<file path="src/sv/tmq_pkg.sv">
// ----------------------------------------------------------------------------
// tmq_pkg
// Types and constants shared by the timer expiry queue modules.
// ----------------------------------------------------------------------------
package tmq_pkg;

  // Slot field is four bits wide, so at most sixteen slots can be addressed.
  localparam int MAX_SLOTS = 16;

  // Input item packing on in_tdata, lowest bit first.
  localparam int IN_DATA_W   = 136;
  localparam int IN_SLOT_LSB = 0;
  localparam int IN_EXP_LSB  = 4;
  localparam int IN_NOW_LSB  = 68;

  // Result item packing on out_tdata.
  localparam int OUT_DATA_W = 72;

  typedef enum logic [1:0] {
    OP_ARM    = 2'd0,
    OP_DISARM = 2'd1,
    OP_TICK   = 2'd2,
    OP_NONE   = 2'd3
  } op_t;

  typedef enum logic [1:0] {
    KIND_ARM       = 2'd0,
    KIND_DISARM    = 2'd1,
    KIND_EXPIRED   = 2'd2,
    KIND_TICK_DONE = 2'd3
  } kind_t;

  typedef enum logic [4:0] {
    S_IDLE     = 5'b00001,
    S_DCHK     = 5'b00010,
    S_SCAN_MIN = 5'b00100,
    S_SCAN_SEL = 5'b01000,
    S_OUT      = 5'b10000
  } state_t;

  // Command to the slot scanner; the mode bits are sampled with start.
  typedef struct packed {
    logic start;
    logic sel_due;  // pick the earliest due slot rather than the minimum
    logic use_now;  // split slots into due and pending against the tick time
  } scan_cmd_t;

endpackage

</file>
<file path="src/sv/tmq_ram.sv">
// ----------------------------------------------------------------------------
// tmq_ram
// Generic single-write, single-read RAM with a registered read port.
// ----------------------------------------------------------------------------
module tmq_ram #(
  parameter int WIDTH = 64,
  parameter int DEPTH = 16
) (
  input  logic                     clk,
  input  logic                     we,
  input  logic [$clog2(DEPTH)-1:0] waddr,
  input  logic [WIDTH-1:0]         wdata,
  input  logic                     re,
  input  logic [$clog2(DEPTH)-1:0] raddr,
  output logic [WIDTH-1:0]         rdata
);

  logic [WIDTH-1:0] mem_r [DEPTH];
  logic [WIDTH-1:0] rdata_r;

  always_ff @(posedge clk) begin
    if (we) begin
      mem_r[waddr] <= wdata;
    end
    if (re) begin
      rdata_r <= mem_r[raddr];
    end
  end

  assign rdata = rdata_r;

endmodule

</file>
<file path="src/sv/tmq_scan.sv">
// ----------------------------------------------------------------------------
// tmq_scan
// Walks the expiry RAM one slot a cycle and finds the earliest armed expiry,
// the earliest pending one (counting due slots), or the earliest due slot.
// ----------------------------------------------------------------------------
module tmq_scan
  import tmq_pkg::*;
#(
  parameter int NUM_SLOTS = 16,
  parameter int TIME_BITS = 64
) (
  input  logic                                clk,
  input  logic                                rst_n,
  input  scan_cmd_t                           cmd,
  input  logic [NUM_SLOTS-1:0]                armed,
  input  logic [TIME_BITS-1:0]                now,
  input  logic [TIME_BITS-1:0]                rdata,
  output logic                                re,
  output logic [$clog2(NUM_SLOTS)-1:0]        raddr,
  output logic                                done,
  output logic [TIME_BITS-1:0]                best,
  output logic [$clog2(NUM_SLOTS)-1:0]        best_idx,
  output logic [$clog2(((NUM_SLOTS < MAX_SLOTS) ? NUM_SLOTS : MAX_SLOTS) + 1)-1:0] due_cnt
);

  localparam int USABLE = (NUM_SLOTS < MAX_SLOTS) ? NUM_SLOTS : MAX_SLOTS;
  localparam int IDX_W  = $clog2(NUM_SLOTS);
  localparam int CNT_W  = $clog2(USABLE + 1);
  localparam logic [IDX_W-1:0] LAST_IDX = IDX_W'(USABLE - 1);

  logic                 issue_r;
  logic [IDX_W-1:0]     cnt_r;
  logic                 rd_vld_r;
  logic [IDX_W-1:0]     rd_idx_r;
  logic                 done_r;
  logic                 sel_r;
  logic                 use_now_r;
  logic                 found_r;
  logic [TIME_BITS-1:0] best_r;
  logic [IDX_W-1:0]     idx_r;
  logic [CNT_W-1:0]     due_r;

  logic hit_armed;
  logic le_now;
  logic due_hit;
  logic take;
  logic count_due;

  always_comb begin
    hit_armed = armed[rd_idx_r];
    le_now    = (rdata <= now);
    due_hit   = hit_armed && le_now;
    if (sel_r) begin
      // Ascending scan with a strict compare gives ties to the lower slot.
      take = due_hit && (!found_r || (rdata < best_r));
    end else begin
      take = hit_armed && (!use_now_r || !le_now) && (rdata < best_r);
    end
    count_due = !sel_r && use_now_r && due_hit;
  end

  always_ff @(posedge clk) begin
    if (!rst_n) begin
      issue_r  <= 1'b0;
      rd_vld_r <= 1'b0;
      done_r   <= 1'b0;
    end else begin
      rd_vld_r <= issue_r;
      done_r   <= rd_vld_r && (rd_idx_r == LAST_IDX);
      if (cmd.start) begin
        issue_r <= 1'b1;
      end else if (issue_r && (cnt_r == LAST_IDX)) begin
        issue_r <= 1'b0;
      end
    end
  end

  always_ff @(posedge clk) begin
    rd_idx_r <= cnt_r;
    if (cmd.start) begin
      cnt_r     <= '0;
      best_r    <= '1;
      found_r   <= 1'b0;
      due_r     <= '0;
      sel_r     <= cmd.sel_due;
      use_now_r <= cmd.use_now;
    end else begin
      if (issue_r) begin
        cnt_r <= cnt_r + IDX_W'(1);
      end
      if (rd_vld_r) begin
        if (take) begin
          best_r  <= rdata;
          idx_r   <= rd_idx_r;
          found_r <= 1'b1;
        end
        if (count_due) begin
          due_r <= due_r + CNT_W'(1);
        end
      end
    end
  end

  assign re       = issue_r;
  assign raddr    = cnt_r;
  assign done     = done_r;
  assign best     = best_r;
  assign best_idx = idx_r;
  assign due_cnt  = due_r;

endmodule

</file>
<file path="src/sv/timer_expiry_queue.sv">
// ----------------------------------------------------------------------------
// timer_expiry_queue
// Timer slots with armed flags and expiry times in RAM; arm, disarm and tick
// operations, with due timers reported in expiry order on each tick.
// ----------------------------------------------------------------------------
//  Channel | Handshake            | Contents
//  --------+----------------------+-------------------------------------------
//  in      | in_tvalid/in_tready  | tuser: operation; tdata: slot, expiry_time,
//          |                      | current_time
//  out     | out_tvalid/out_tready| tuser: kind; tlast: last; tdata: accepted,
//          |                      | expired_slot, next_deadline
//
// Arm completes straight from idle; disarm reads the slot's expiry and, when
// the earliest expiry must be found again, scans the RAM across the usable
// slot count (16 by default). A tick before the earliest expiry completes
// straight from idle; one that fires timers runs one RAM scan to find the new
// deadline and count due slots, then one scan per fired timer, each reading
// one slot a cycle through the RAM read port.
// Reset is synchronous, clears all armed flags and sets the deadline register to all ones.
// A stalled output holds the block in its output state; in_tready is high
// only when idle.
// ----------------------------------------------------------------------------
module timer_expiry_queue
  import tmq_pkg::*;
#(
  parameter int NUM_SLOTS = 16,
  parameter int TIME_BITS = 64
) (
  input  logic                  clk,
  input  logic                  rst_n,
  input  logic                  in_tvalid,
  output logic                  in_tready,
  input  logic [IN_DATA_W-1:0]  in_tdata,   // slot, expiry_time, current_time
  input  logic [1:0]            in_tuser,   // operation
  output logic                  out_tvalid,
  input  logic                  out_tready,
  output logic [OUT_DATA_W-1:0] out_tdata,  // accepted, expired_slot, next_deadline
  output logic [1:0]            out_tuser,  // kind
  output logic                  out_tlast
);

  localparam int USABLE = (NUM_SLOTS < MAX_SLOTS) ? NUM_SLOTS : MAX_SLOTS;
  localparam int IDX_W  = $clog2(NUM_SLOTS);
  localparam int CNT_W  = $clog2(USABLE + 1);
  localparam logic [4:0] USABLE_LIM = 5'(USABLE);

  // Input fields
  op_t                  in_op;
  logic [3:0]           in_slot;
  logic [TIME_BITS-1:0] in_expiry;
  logic [TIME_BITS-1:0] in_now;
  logic [IDX_W-1:0]     in_idx;
  logic                 in_usable;

  // Control state
  state_t               state_r,    state_nxt;
  logic [NUM_SLOTS-1:0] armed_r,    armed_nxt;
  logic [TIME_BITS-1:0] earliest_r, earliest_nxt;
  logic [CNT_W-1:0]     due_r,      due_nxt;
  logic                 out_valid_r, out_valid_nxt;

  // Operation context and the result waiting to be loaded
  op_t                  op_r,    op_nxt;
  logic [TIME_BITS-1:0] now_r,   now_nxt;
  kind_t                pkind_r, pkind_nxt;
  logic                 pacc_r,  pacc_nxt;
  logic [3:0]           pslot_r, pslot_nxt;
  logic                 plast_r, plast_nxt;

  // Output register
  kind_t                okind_r;
  logic                 oacc_r;
  logic [3:0]           oslot_r;
  logic [TIME_BITS-1:0] odead_r;
  logic                 olast_r;
  logic                 load_out;

  // RAM and scanner wiring
  logic                 ram_we;
  logic                 ram_re;
  logic                 dis_re;
  logic [IDX_W-1:0]     ram_raddr;
  logic [TIME_BITS-1:0] ram_rdata;
  scan_cmd_t            scan_cmd;
  logic                 scan_re;
  logic [IDX_W-1:0]     scan_raddr;
  logic                 scan_done;
  logic [TIME_BITS-1:0] scan_best;
  logic [IDX_W-1:0]     scan_idx;
  logic [CNT_W-1:0]     scan_due;

  assign in_op     = op_t'(in_tuser);
  assign in_slot   = in_tdata[IN_SLOT_LSB +: 4];
  assign in_expiry = in_tdata[IN_EXP_LSB +: TIME_BITS];
  assign in_now    = in_tdata[IN_NOW_LSB +: TIME_BITS];
  assign in_idx    = IDX_W'(in_slot);
  assign in_usable = ({1'b0, in_slot} < USABLE_LIM);

  assign in_tready = (state_r == S_IDLE);

  tmq_ram #(
    .WIDTH (TIME_BITS),
    .DEPTH (NUM_SLOTS)
  ) u_expiry_ram (
    .clk   (clk),
    .we    (ram_we),
    .waddr (in_idx),
    .wdata (in_expiry),
    .re    (ram_re),
    .raddr (ram_raddr),
    .rdata (ram_rdata)
  );

  tmq_scan #(
    .NUM_SLOTS (NUM_SLOTS),
    .TIME_BITS (TIME_BITS)
  ) u_scan (
    .clk      (clk),
    .rst_n    (rst_n),
    .cmd      (scan_cmd),
    .armed    (armed_r),
    .now      (now_r),
    .rdata    (ram_rdata),
    .re       (scan_re),
    .raddr    (scan_raddr),
    .done     (scan_done),
    .best     (scan_best),
    .best_idx (scan_idx),
    .due_cnt  (scan_due)
  );

  assign ram_re    = scan_re | dis_re;
  assign ram_raddr = scan_re ? scan_raddr : in_idx;

  always_comb begin
    state_nxt    = state_r;
    armed_nxt    = armed_r;
    earliest_nxt = earliest_r;
    due_nxt      = due_r;
    op_nxt       = op_r;
    now_nxt      = now_r;
    pkind_nxt    = pkind_r;
    pacc_nxt     = pacc_r;
    pslot_nxt    = pslot_r;
    plast_nxt    = plast_r;
    scan_cmd     = '0;
    ram_we       = 1'b0;
    dis_re       = 1'b0;
    load_out     = 1'b0;

    unique case (state_r)
      S_IDLE: begin
        if (in_tvalid) begin
          op_nxt    = in_op;
          now_nxt   = in_now;
          pacc_nxt  = 1'b0;
          pslot_nxt = '0;
          plast_nxt = 1'b1;
          state_nxt = S_OUT;
          unique case (in_op)
            OP_ARM: begin
              pkind_nxt = KIND_ARM;
              if (in_usable && !armed_r[in_idx]) begin
                ram_we            = 1'b1;
                armed_nxt[in_idx] = 1'b1;
                pacc_nxt          = 1'b1;
                if (in_expiry < earliest_r) begin
                  earliest_nxt = in_expiry;
                end
              end
            end
            OP_DISARM: begin
              pkind_nxt = KIND_DISARM;
              if (in_usable && armed_r[in_idx]) begin
                armed_nxt[in_idx] = 1'b0;
                pacc_nxt          = 1'b1;
                dis_re            = 1'b1;
                state_nxt         = S_DCHK;
              end
            end
            OP_TICK: begin
              pkind_nxt = KIND_TICK_DONE;
              if (in_now >= earliest_r) begin
                scan_cmd.start   = 1'b1;
                scan_cmd.use_now = 1'b1;
                state_nxt        = S_SCAN_MIN;
              end
            end
            default: begin
              pkind_nxt = KIND_TICK_DONE;
            end
          endcase
        end
      end

      S_DCHK: begin
        // Only a slot holding the earliest expiry forces a fresh search.
        if (ram_rdata == earliest_r) begin
          scan_cmd.start = 1'b1;
          state_nxt      = S_SCAN_MIN;
        end else begin
          state_nxt = S_OUT;
        end
      end

      S_SCAN_MIN: begin
        if (scan_done) begin
          earliest_nxt = scan_best;
          state_nxt    = S_OUT;
          if (op_r == OP_TICK) begin
            due_nxt = scan_due;
            if (scan_due != '0) begin
              scan_cmd.start   = 1'b1;
              scan_cmd.sel_due = 1'b1;
              state_nxt        = S_SCAN_SEL;
            end
          end
        end
      end

      S_SCAN_SEL: begin
        if (scan_done) begin
          armed_nxt[scan_idx] = 1'b0;
          due_nxt             = due_r - CNT_W'(1);
          pkind_nxt           = KIND_EXPIRED;
          pslot_nxt           = 4'(scan_idx);
          plast_nxt           = 1'b0;
          state_nxt           = S_OUT;
        end
      end

      S_OUT: begin
        if (!out_valid_r || out_tready) begin
          load_out = 1'b1;
          if (plast_r) begin
            state_nxt = S_IDLE;
          end else if (due_r == '0) begin
            pkind_nxt = KIND_TICK_DONE;
            pslot_nxt = '0;
            plast_nxt = 1'b1;
          end else begin
            scan_cmd.start   = 1'b1;
            scan_cmd.sel_due = 1'b1;
            state_nxt        = S_SCAN_SEL;
          end
        end
      end

      default: begin
        state_nxt = S_IDLE;
      end
    endcase

    out_valid_nxt = load_out | (out_valid_r & ~out_tready);
  end

  always_ff @(posedge clk) begin
    if (!rst_n) begin
      state_r     <= S_IDLE;
      armed_r     <= '0;
      earliest_r  <= '1;
      due_r       <= '0;
      out_valid_r <= 1'b0;
    end else begin
      state_r     <= state_nxt;
      armed_r     <= armed_nxt;
      earliest_r  <= earliest_nxt;
      due_r       <= due_nxt;
      out_valid_r <= out_valid_nxt;
    end
  end

  always_ff @(posedge clk) begin
    op_r    <= op_nxt;
    now_r   <= now_nxt;
    pkind_r <= pkind_nxt;
    pacc_r  <= pacc_nxt;
    pslot_r <= pslot_nxt;
    plast_r <= plast_nxt;
    if (load_out) begin
      okind_r <= pkind_r;
      oacc_r  <= pacc_r;
      oslot_r <= pslot_r;
      odead_r <= earliest_r;
      olast_r <= plast_r;
    end
  end

  assign out_tvalid = out_valid_r;
  assign out_tuser  = okind_r;
  assign out_tlast  = olast_r;
  assign out_tdata  = {3'b000, 64'(odead_r), oslot_r, oacc_r};

endmodule
</file>
<file path="config.mk">
export PLATFORM = sky130hd
export DESIGN_NAME = timer_expiry_queue
export DESIGN_NICKNAME = d
export VERILOG_FILES = /design/src/sv/tmq_pkg.sv /design/src/sv/tmq_ram.sv /design/src/sv/tmq_scan.sv /design/src/sv/timer_expiry_queue.sv
export SDC_FILE = /design/constraint.sdc
export NUM_CORES = 2
export LEC_CHECK = 0
export BUFFER_PORTS_ARGS = -buffer_cell sky130_fd_sc_hd__buf_2
export CORE_MARGIN = 2
export CORE_UTILIZATION = 50
export DETAILED_ROUTE_END_ITERATION = 6
export PLACE_DENSITY = 0.76
export SLEW_MARGIN = 30
export SYNTH_ARGS = -nofsm -noshare
export SYNTH_HDL_FRONTEND = slang
export SYNTH_HIERARCHICAL = 1
export SYNTH_SLANG_ARGS = --single-unit
export TNS_END_PERCENT = 1
</file>
<file path="constraint.sdc">
create_clock -name clk -period 7.6 [get_ports clk]
set_clock_uncertainty 0.05 [all_clocks]
set_input_delay 0.76 -clock clk [delete_from_list [all_inputs] [get_ports clk]]
set_output_delay 0.76 -clock clk [all_outputs]
set_load 0.005 [all_outputs]
</file>
# Word level (Yosys, flattened, before mapping)
# Memory sizes are Yosys's and may differ from the RTL's. A register that Yosys moved wholly into a read port is not among the register bits.
# Cells that the tools add are included.
[op_classes] reduce_logical=36 shift=0 n_bitwise=10 n_div=0 order_cmp=9 mux=85 multipliers=0 n_eq_ne=25 addsub=3
[op_table] op="$mux W64" n=5
[op_table] op="$lt A64 B64 Y1" n=2
[op_table] op="$pmux W64 S2" n=1
[op_table] op="$mux W5" n=14
[op_table] op="$eq A64 B64 Y1" n=1
[op_table] op="$ge A64 B64 Y1" n=1
[op_table] op="$le A64 B64 Y1" n=1
[op_table] op="$mux W16" n=4
[op_table] op="$pmux W16 S2" n=2
[op_table] op="$and A16 B16 Y16" n=2
[op_table] op="$not A16 Y16" n=2
[op_table] op="$mux W1" n=28
[op_table] op="$pmux W5 S5" n=1
[op_table] op="$mux W4" n=6
[op_table] op="$mux W2" n=11
[op_table] op="$pmux W5 S2" n=2
[op_table] op="$reduce_and A6 Y1" n=3
[op_table] op="$or A16 B16 Y16" n=1
[op_table] op="$lt A4 B5 Y1 const B" n=3
[op_table] op="$ne A2 B2 Y1 const B" n=6
[op_table] op="$pmux W4 S3" n=1
[op_table] op="$logic_and A1 B1 Y1" n=10
[op_table] op="$ne A3 B3 Y1 const B" n=3
[op_table] op="$bmux W1 S4" n=2
[op_table] op="other kinds (34)" n=56
[totals] rom_bits=0 ram_bits=1024 output_inout_bits=77 memories=1 register_bits=324 latch_bits=0
[memory_table] name="u_expiry_ram.mem_r" depth=16 word_bits=64 read_ports=1 rd_clocked_by_memory_dff=1 write_ports=1 line="tmq_ram.sv:18" source="logic [WIDTH-1:0] mem_r [DEPTH];"

# Longest topological paths before layout
[logic_depth] depth_word=10 ltp_mapped=15

# Cells and area by module
# The synthesis kept the hierarchy.
[by_module_without_submodules] module="tmq_ram" area_each_um2=40222.3 instances=1 cells_per_inst=1647 seq_area_each_um2=32671.3
[by_module_without_submodules] module="timer_expiry_queue" area_each_um2=13185.1 instances=1 cells_per_inst=1190 seq_area_each_um2=6206.0
[by_module_without_submodules] module="tmq_scan" area_each_um2=6623.9 instances=1 cells_per_inst=809 seq_area_each_um2=1801.7

# Worst setup path after synthesis
# OpenSTA, ideal clock, no wires.
[synth_timing] path_type="input -> register" from="input port in_tdata[0]" to="memory u_expiry_ram.mem_r[0][0], enable pin" required_time_ns=6.985 setup_time_ns=0.565 path_stages=6 arrival_time_ns=7.061 setup_slack_ns=-0.077 cell_sequence="buf_2 > mux4_2 > mux4_2 > nor3_4 > or3b_2 > nor3_1"
[synth_between] elab_chain_len=8
[synth_lines] item="start: declaration" line="timer_expiry_queue.sv:33" source="input logic [IN_DATA_W-1:0] in_tdata,"
[synth_lines] item="$bmux W1 S4" line="timer_expiry_queue.sv:163" source="if (in_usable && !armed_r[in_idx]) begin"
[synth_lines] item="$mux W1 (implied by the code)" line="timer_expiry_queue.sv:163"
[synth_lines] item="$mux W1" line="timer_expiry_queue.sv:163"
[synth_lines] item="$mux W1" line="timer_expiry_queue.sv:160" source="unique case (in_op)"
[synth_lines] item="$mux W1" line="timer_expiry_queue.sv:153" source="if (in_tvalid) begin"
[synth_lines] item="$mux W1" line="timer_expiry_queue.sv:151" source="unique case (state_r)"
[synth_lines] item="named net ram_we" line="timer_expiry_queue.sv:79" source="logic ram_we;"
[synth_lines] item="$mux W1" line="tmq_ram.sv:22" source="if (we) begin"
[synth_lines] item="$mux W1 (implied by the code)" line="tmq_ram.sv:23" source="mem_r[waddr] <= wdata;"
[synth_lines] item="end: declaration" line="tmq_ram.sv:18"
# The timed path passes the listed nets, and every way through them passes these cells. The select of a mux whose other input is x is not followed.

# Worst setup path in the final report
[layout_timing] from="register u_expiry_ram.rdata_r[47], in the netlist u_expiry_ram/rdata[47] (read register of u_expiry_ram.mem_r)" to="register u_scan.best_r[19], in the netlist u_scan/best[19]"
[layout_between] elab_chain_len=7
[layout_lines] item="start: declaration" line="tmq_ram.sv:19" source="logic [WIDTH-1:0] rdata_r;"
[layout_lines] item="$le A64 B64 Y1" line="tmq_scan.sv:51" source="le_now = (rdata <= now);"
[layout_lines] item="$logic_not A1 Y1" line="tmq_scan.sv:57" source="take = hit_armed && (!use_now_r || !le_now) && (rdata < best_r);"
[layout_lines] item="$logic_or A1 B1 Y1" line="tmq_scan.sv:57"
[layout_lines] item="$logic_and A1 B1 Y1 (2 in series)" line="tmq_scan.sv:57"
[layout_lines] item="$mux W1" line="tmq_scan.sv:53" source="if (sel_r) begin"
[layout_lines] item="$reduce_and A2 Y1 (no line)"
[layout_lines] item="end signal: assignment" line="tmq_scan.sv:93" source="best_r <= rdata;"
[layout_lines] item="end: declaration" line="tmq_scan.sv:39" source="logic [TIME_BITS-1:0] best_r;"
# Parallel ways exist; a longest one is shown, timed or not.
# A chain may end at the register's enable or synchronous reset.

==> flow_summary.html <==
<table>
<tr><th>Metric</th><th>Value</th></tr>
<tr><th colspan="2">Status</th></tr>
<tr><td>Run status</td><td>complete, no violations</td></tr>
<tr><th colspan="2">Critical path</th></tr>
<tr><td>Data arrival time of the critical path</td><td>approximately 5.7 ns</td></tr>
<tr><td>Required time of the worst setup path</td><td>8.16 ns</td></tr>
<tr><td>Critical path type</td><td>reg -&gt; reg</td></tr>
<tr><td>Worst Setup End Kind</td><td>flop</td></tr>
<tr><td>Largest fanout on the critical path</td><td>57</td></tr>
<tr><td>Critical Path Start Type</td><td>flop</td></tr>
<tr><th colspan="2">Synthesis</th></tr>
<tr><td>Number of synthesized register bits</td><td>1412</td></tr>
<tr><td>Leading area contributor after synthesis</td><td>sky130_fd_sc_hd__edfxtp_1</td></tr>
<tr><td>Most common cell in the synthesized netlist</td><td>sky130_fd_sc_hd__edfxtp_1</td></tr>
<tr><td>Share of synthesized area occupied by flip-flops and latches</td><td>0.678</td></tr>
<tr><td>Area of the mapped netlist</td><td>about 60000 um^2</td></tr>
<tr><td>Dominant register cell in the synthesized netlist</td><td>sky130_fd_sc_hd__edfxtp_1</td></tr>
<tr><td>Synth top cells by count</td><td>sky130_fd_sc_hd__edfxtp_1 (1240), sky130_fd_sc_hd__mux4_2 (266), sky130_fd_sc_hd__ha_1 (262)</td></tr>
<tr><td>Fraction of registers with async set/reset</td><td>0</td></tr>
<tr><td>Leading cell types by total area after synthesis</td><td>sky130_fd_sc_hd__edfxtp_1 (62%), sky130_fd_sc_hd__mux4_2 (10%), sky130_fd_sc_hd__dfxtp_1 (5.7%)</td></tr>
<tr><td>Synthesized netlist cell count</td><td>roughly 3600</td></tr>
<tr><td>Number of synthesized flops with an enable pin</td><td>~1200</td></tr>
<tr><td>Area share of the largest cell type after synthesis</td><td>0.620</td></tr>
<tr><td>Synth Warn #</td><td>6</td></tr>
<tr><td>Mapped Avg Cell Area</td><td>roughly 16 um^2</td></tr>
<tr><td>Synth cell types</td><td>66</td></tr>
<tr><th colspan="2">Timing</th></tr>
<tr><td>Final-report hold violation count</td><td>0</td></tr>
<tr><td>Setup repair after global routing missed its margin</td><td>no</td></tr>
<tr><td>Fmax</td><td>195 MHz</td></tr>
<tr><td>Slew at the pin closest to its max-slew limit</td><td>1.08 ns</td></tr>
<tr><td>Min setup slack post-route</td><td>between 2 and 2.5 ns</td></tr>
<tr><td>Ratio of final minimum period to clock period</td><td>0.674</td></tr>
<tr><td>Final period demand of the worst path</td><td>around 5 ns</td></tr>
<tr><td>Final setup violation count</td><td>0</td></tr>
<tr><td>Final max-slew violation count</td><td>0</td></tr>
<tr><td>Min Hold Slack</td><td>0.128 ns</td></tr>
<tr><td>Worst slew margin</td><td>0.282</td></tr>
<tr><td>Setup total negative slack</td><td>0 ns</td></tr>
<tr><th colspan="2">Place</th></tr>
<tr><td>Post-Place Worst Slack</td><td>2.30 ns</td></tr>
<tr><td>Placed Instance Area</td><td>between 60000 and 70000 um^2</td></tr>
<tr><td>Final HPWL from detailed placement</td><td>just under 100 mm</td></tr>
<tr><td>Number of buffers inserted by port buffering</td><td>211</td></tr>
<tr><td>GP Congestion</td><td>roughly 0.90</td></tr>
<tr><th colspan="2">Clocking</th></tr>
<tr><td>Clock-pin slew of the registers on the worst-case setup and hold paths</td><td>roughly 0.060 ns</td></tr>
<tr><td>Insertion delay of the later-clocked pin in the worst-skew pair</td><td>just under 0.8 ns</td></tr>
<tr><td>Cts repair resizes</td><td>0</td></tr>
<tr><td>TritonCTS sink count</td><td>1412</td></tr>
<tr><td>Hold_buf cts</td><td>0</td></tr>
<tr><td>Root buffer selected by CTS</td><td>sky130_fd_sc_hd__clkbuf_16</td></tr>
<tr><td>Max clock buf depth</td><td>3</td></tr>
<tr><td>Number of clock buffers inserted by TritonCTS</td><td>~140</td></tr>
<tr><td>Depth of the CTS H-tree</td><td>4</td></tr>
<tr><td>CTS tree</td><td>built</td></tr>
<tr><td>Post-CTS Setup Bufs</td><td>0</td></tr>
<tr><th colspan="2">Global route</th></tr>
<tr><td>Vias in the first global route</td><td>roughly 34000</td></tr>
<tr><td>Overflow left after global routing</td><td>0</td></tr>
<tr><td>Overall global routing resource usage</td><td>0.253</td></tr>
<tr><td>Antenna violations before repair</td><td>22</td></tr>
<tr><td>Global-route wire length before repair</td><td>approximately 230 mm</td></tr>
<tr><td>Largest net degree at the start of global routing</td><td>~140</td></tr>
<tr><th colspan="2">Power and ir drop</th></tr>
<tr><td>Overall power</td><td>0.0166 W</td></tr>
<tr><td>VDD IR-drop max</td><td>0.228 mV</td></tr>
<tr><td>Leakage power</td><td>~25 nW</td></tr>
<tr><td>Power per Cell Area</td><td>about 240 nW/um^2</td></tr>
<tr><th colspan="2">Floorplan</th></tr>
<tr><td>Floorplan Core Area</td><td>around 120000 um^2</td></tr>
<tr><td>Die ar.</td><td>between 100000 and 150000 um^2</td></tr>
<tr><td>Number of top-level pins</td><td>roughly 220</td></tr>
<tr><td>Die outline height</td><td>351 um</td></tr>
<tr><td>Initial Utilization</td><td>0.502</td></tr>
<tr><td>Row count</td><td>approximately 130</td></tr>
<tr><td>X dimension of the die</td><td>351 um</td></tr>
<tr><th colspan="2">Detailed routing</th></tr>
<tr><td>Detail-routed net length per standard cell</td><td>roughly 27 um</td></tr>
<tr><td>Top layer in use</td><td>met5</td></tr>
<tr><td>Antenna Nets Post-Route</td><td>0</td></tr>
<tr><td>Residual DRC count</td><td>0</td></tr>
<tr><td>Wire length on met1</td><td>61.2 mm</td></tr>
<tr><td>Number of iterations in the first detailed-routing pass</td><td>6</td></tr>
<tr><td>WL met2</td><td>roughly 72 mm</td></tr>
<tr><td>Met3 routed wirelength</td><td>roughly 17 mm</td></tr>
<tr><td>Via total after detailed routing</td><td>about 35000</td></tr>
<tr><td>Total routed wirelength</td><td>~150 mm</td></tr>
<tr><td>Routed via count divided by cell count</td><td>roughly 6.1</td></tr>
<tr><td>DRC marker count from the first detailed-route iteration</td><td>~4300</td></tr>
<tr><th colspan="2">Finish</th></tr>
<tr><td>Fillers</td><td>8908</td></tr>
<tr><td>Area of all placed cells without fillers</td><td>just under 70000 um^2</td></tr>
<tr><td>Fraction of final layout cells with drive strength greater than 1</td><td>0.213</td></tr>
<tr><td>Area growth, synth to finish</td><td>13.5%</td></tr>
<tr><td>Number of nets in the final layout</td><td>roughly 4300</td></tr>
<tr><th colspan="2">Hold path</th></tr>
<tr><td>Worst min-delay path category</td><td>in -&gt; reg</td></tr>
<tr><th colspan="2">Job</th></tr>
<tr><td>Max-cap violations</td><td>0</td></tr>
</table>
## worst max-delay path, cell delays in order (launching register included)
cell,delay (ns)
sky130_fd_sc_hd__edfxtp_1,0.48
sky130_fd_sc_hd__ha_1,0.37
sky130_fd_sc_hd__nand4_1,0.20
sky130_fd_sc_hd__nor4_1,0.87
sky130_fd_sc_hd__o31ai_1,0.29
sky130_fd_sc_hd__a31oi_1,0.86
sky130_fd_sc_hd__nand3b_1,0.21
sky130_fd_sc_hd__nand4_1,0.76
sky130_fd_sc_hd__buf_12,0.52
sky130_fd_sc_hd__mux2i_1,0.21
## flip-flops by register name, indices dropped and copies added, names as in the netlist, 2 cells and up, named ones only
signal / count
u_scan/raddr: 4
pslot_r: 4
u_scan/best_idx: 4
u_scan/rd_idx_r: 4
oslot_r: 4
state_r: 5
now_r: 64
u_scan/due_cnt: 5
earliest_r: 64
u_expiry_ram/mem_r: 1024
u_expiry_ram/rdata: 64
pkind_r: 2
out_tuser: 2
op_r: 2
odead_r: 64
u_scan/best: 64
due_r: 5
## layout make-up
cell class	count	area [um^2]	share of cell area
antenna	8	20.0	0.000294
clock buffer	191	3950	0.0580
clock inverter	79	806	0.0118
inverter	207	778	0.0114
multi-input combinational	1872	18000	0.264
sequential	1412	40700	0.597
tap	1612	2020	0.0296
timing repair buffer	271	1920	0.0281
## kinds of logic after synthesis
logic type                 synth area share
DFF                                   0.678
and+or+nand+nor                      0.0491
AOI/OAI and AO/OA                    0.0591
muxes                                 0.122
buffers and inverters                0.0269
adders and majority gates            0.0546
xor gates and xnor gates             0.0104
other                             0.0000625
## stage by stage
step,cells,util
2_1_floorplan,3648,-
5_1_grt,5648,0.570
6_report,5652,0.570
3_5_place_dp,5372,0.530
3_3_place_gp,5361,0.527
4_1_cts,5642,0.570
## placed cells by master, fill, tap and decap left out, drive strengths merged, types with 18 or more instances in the layout
master	synthesis	final
nor3	37	37
mux2i	130	130
a22oi	132	132
o211ai	70	70
inv	207	216
xnor2	69	69
nand4	64	64
nor2	211	211
a21oi	117	117
edfxtp	1240	1240
buf	72	271
ha	262	262
mux4	266	266
clkbuf	85	191
nor4	18	18
nand2	216	216
o21ai	72	72
a21o	24	24
dfxtp	172	172
clkinv	0	54
nand3	28	28
## metal layers
layer  vias to the layer above  global-route usage
met2                      1843               0.394
met4                        14              0.0783
met1                     17700               0.354
met3                       282              0.0618
li1                      14800                   -
met5                         -                   0
## power by group
part | leakage, nW | internal, W | switching, W
Clock | 2.31 | 0.00399 | 0.00304
Sequential | 12.6 | 0.00854 | 0.0000842
Combinational | 10.5 | 0.000370 | 0.000617
## final timing paths
check | startpoint | end | slack, ns | cells past startpoint
worst max-delay path | u_expiry_ram/rdata[47] | u_scan/best[19] | 2.47 | 9
worst min-delay path | in_tdata[73] | now_r[5] | 0.13 | 1
worst max register to register | u_expiry_ram/rdata[47] | u_scan/best[19] | 2.47 | 9
worst min register to register | pslot_r[2] | oslot_r[2] | 0.37 | 0
Power figures use the tool's default switching activity.
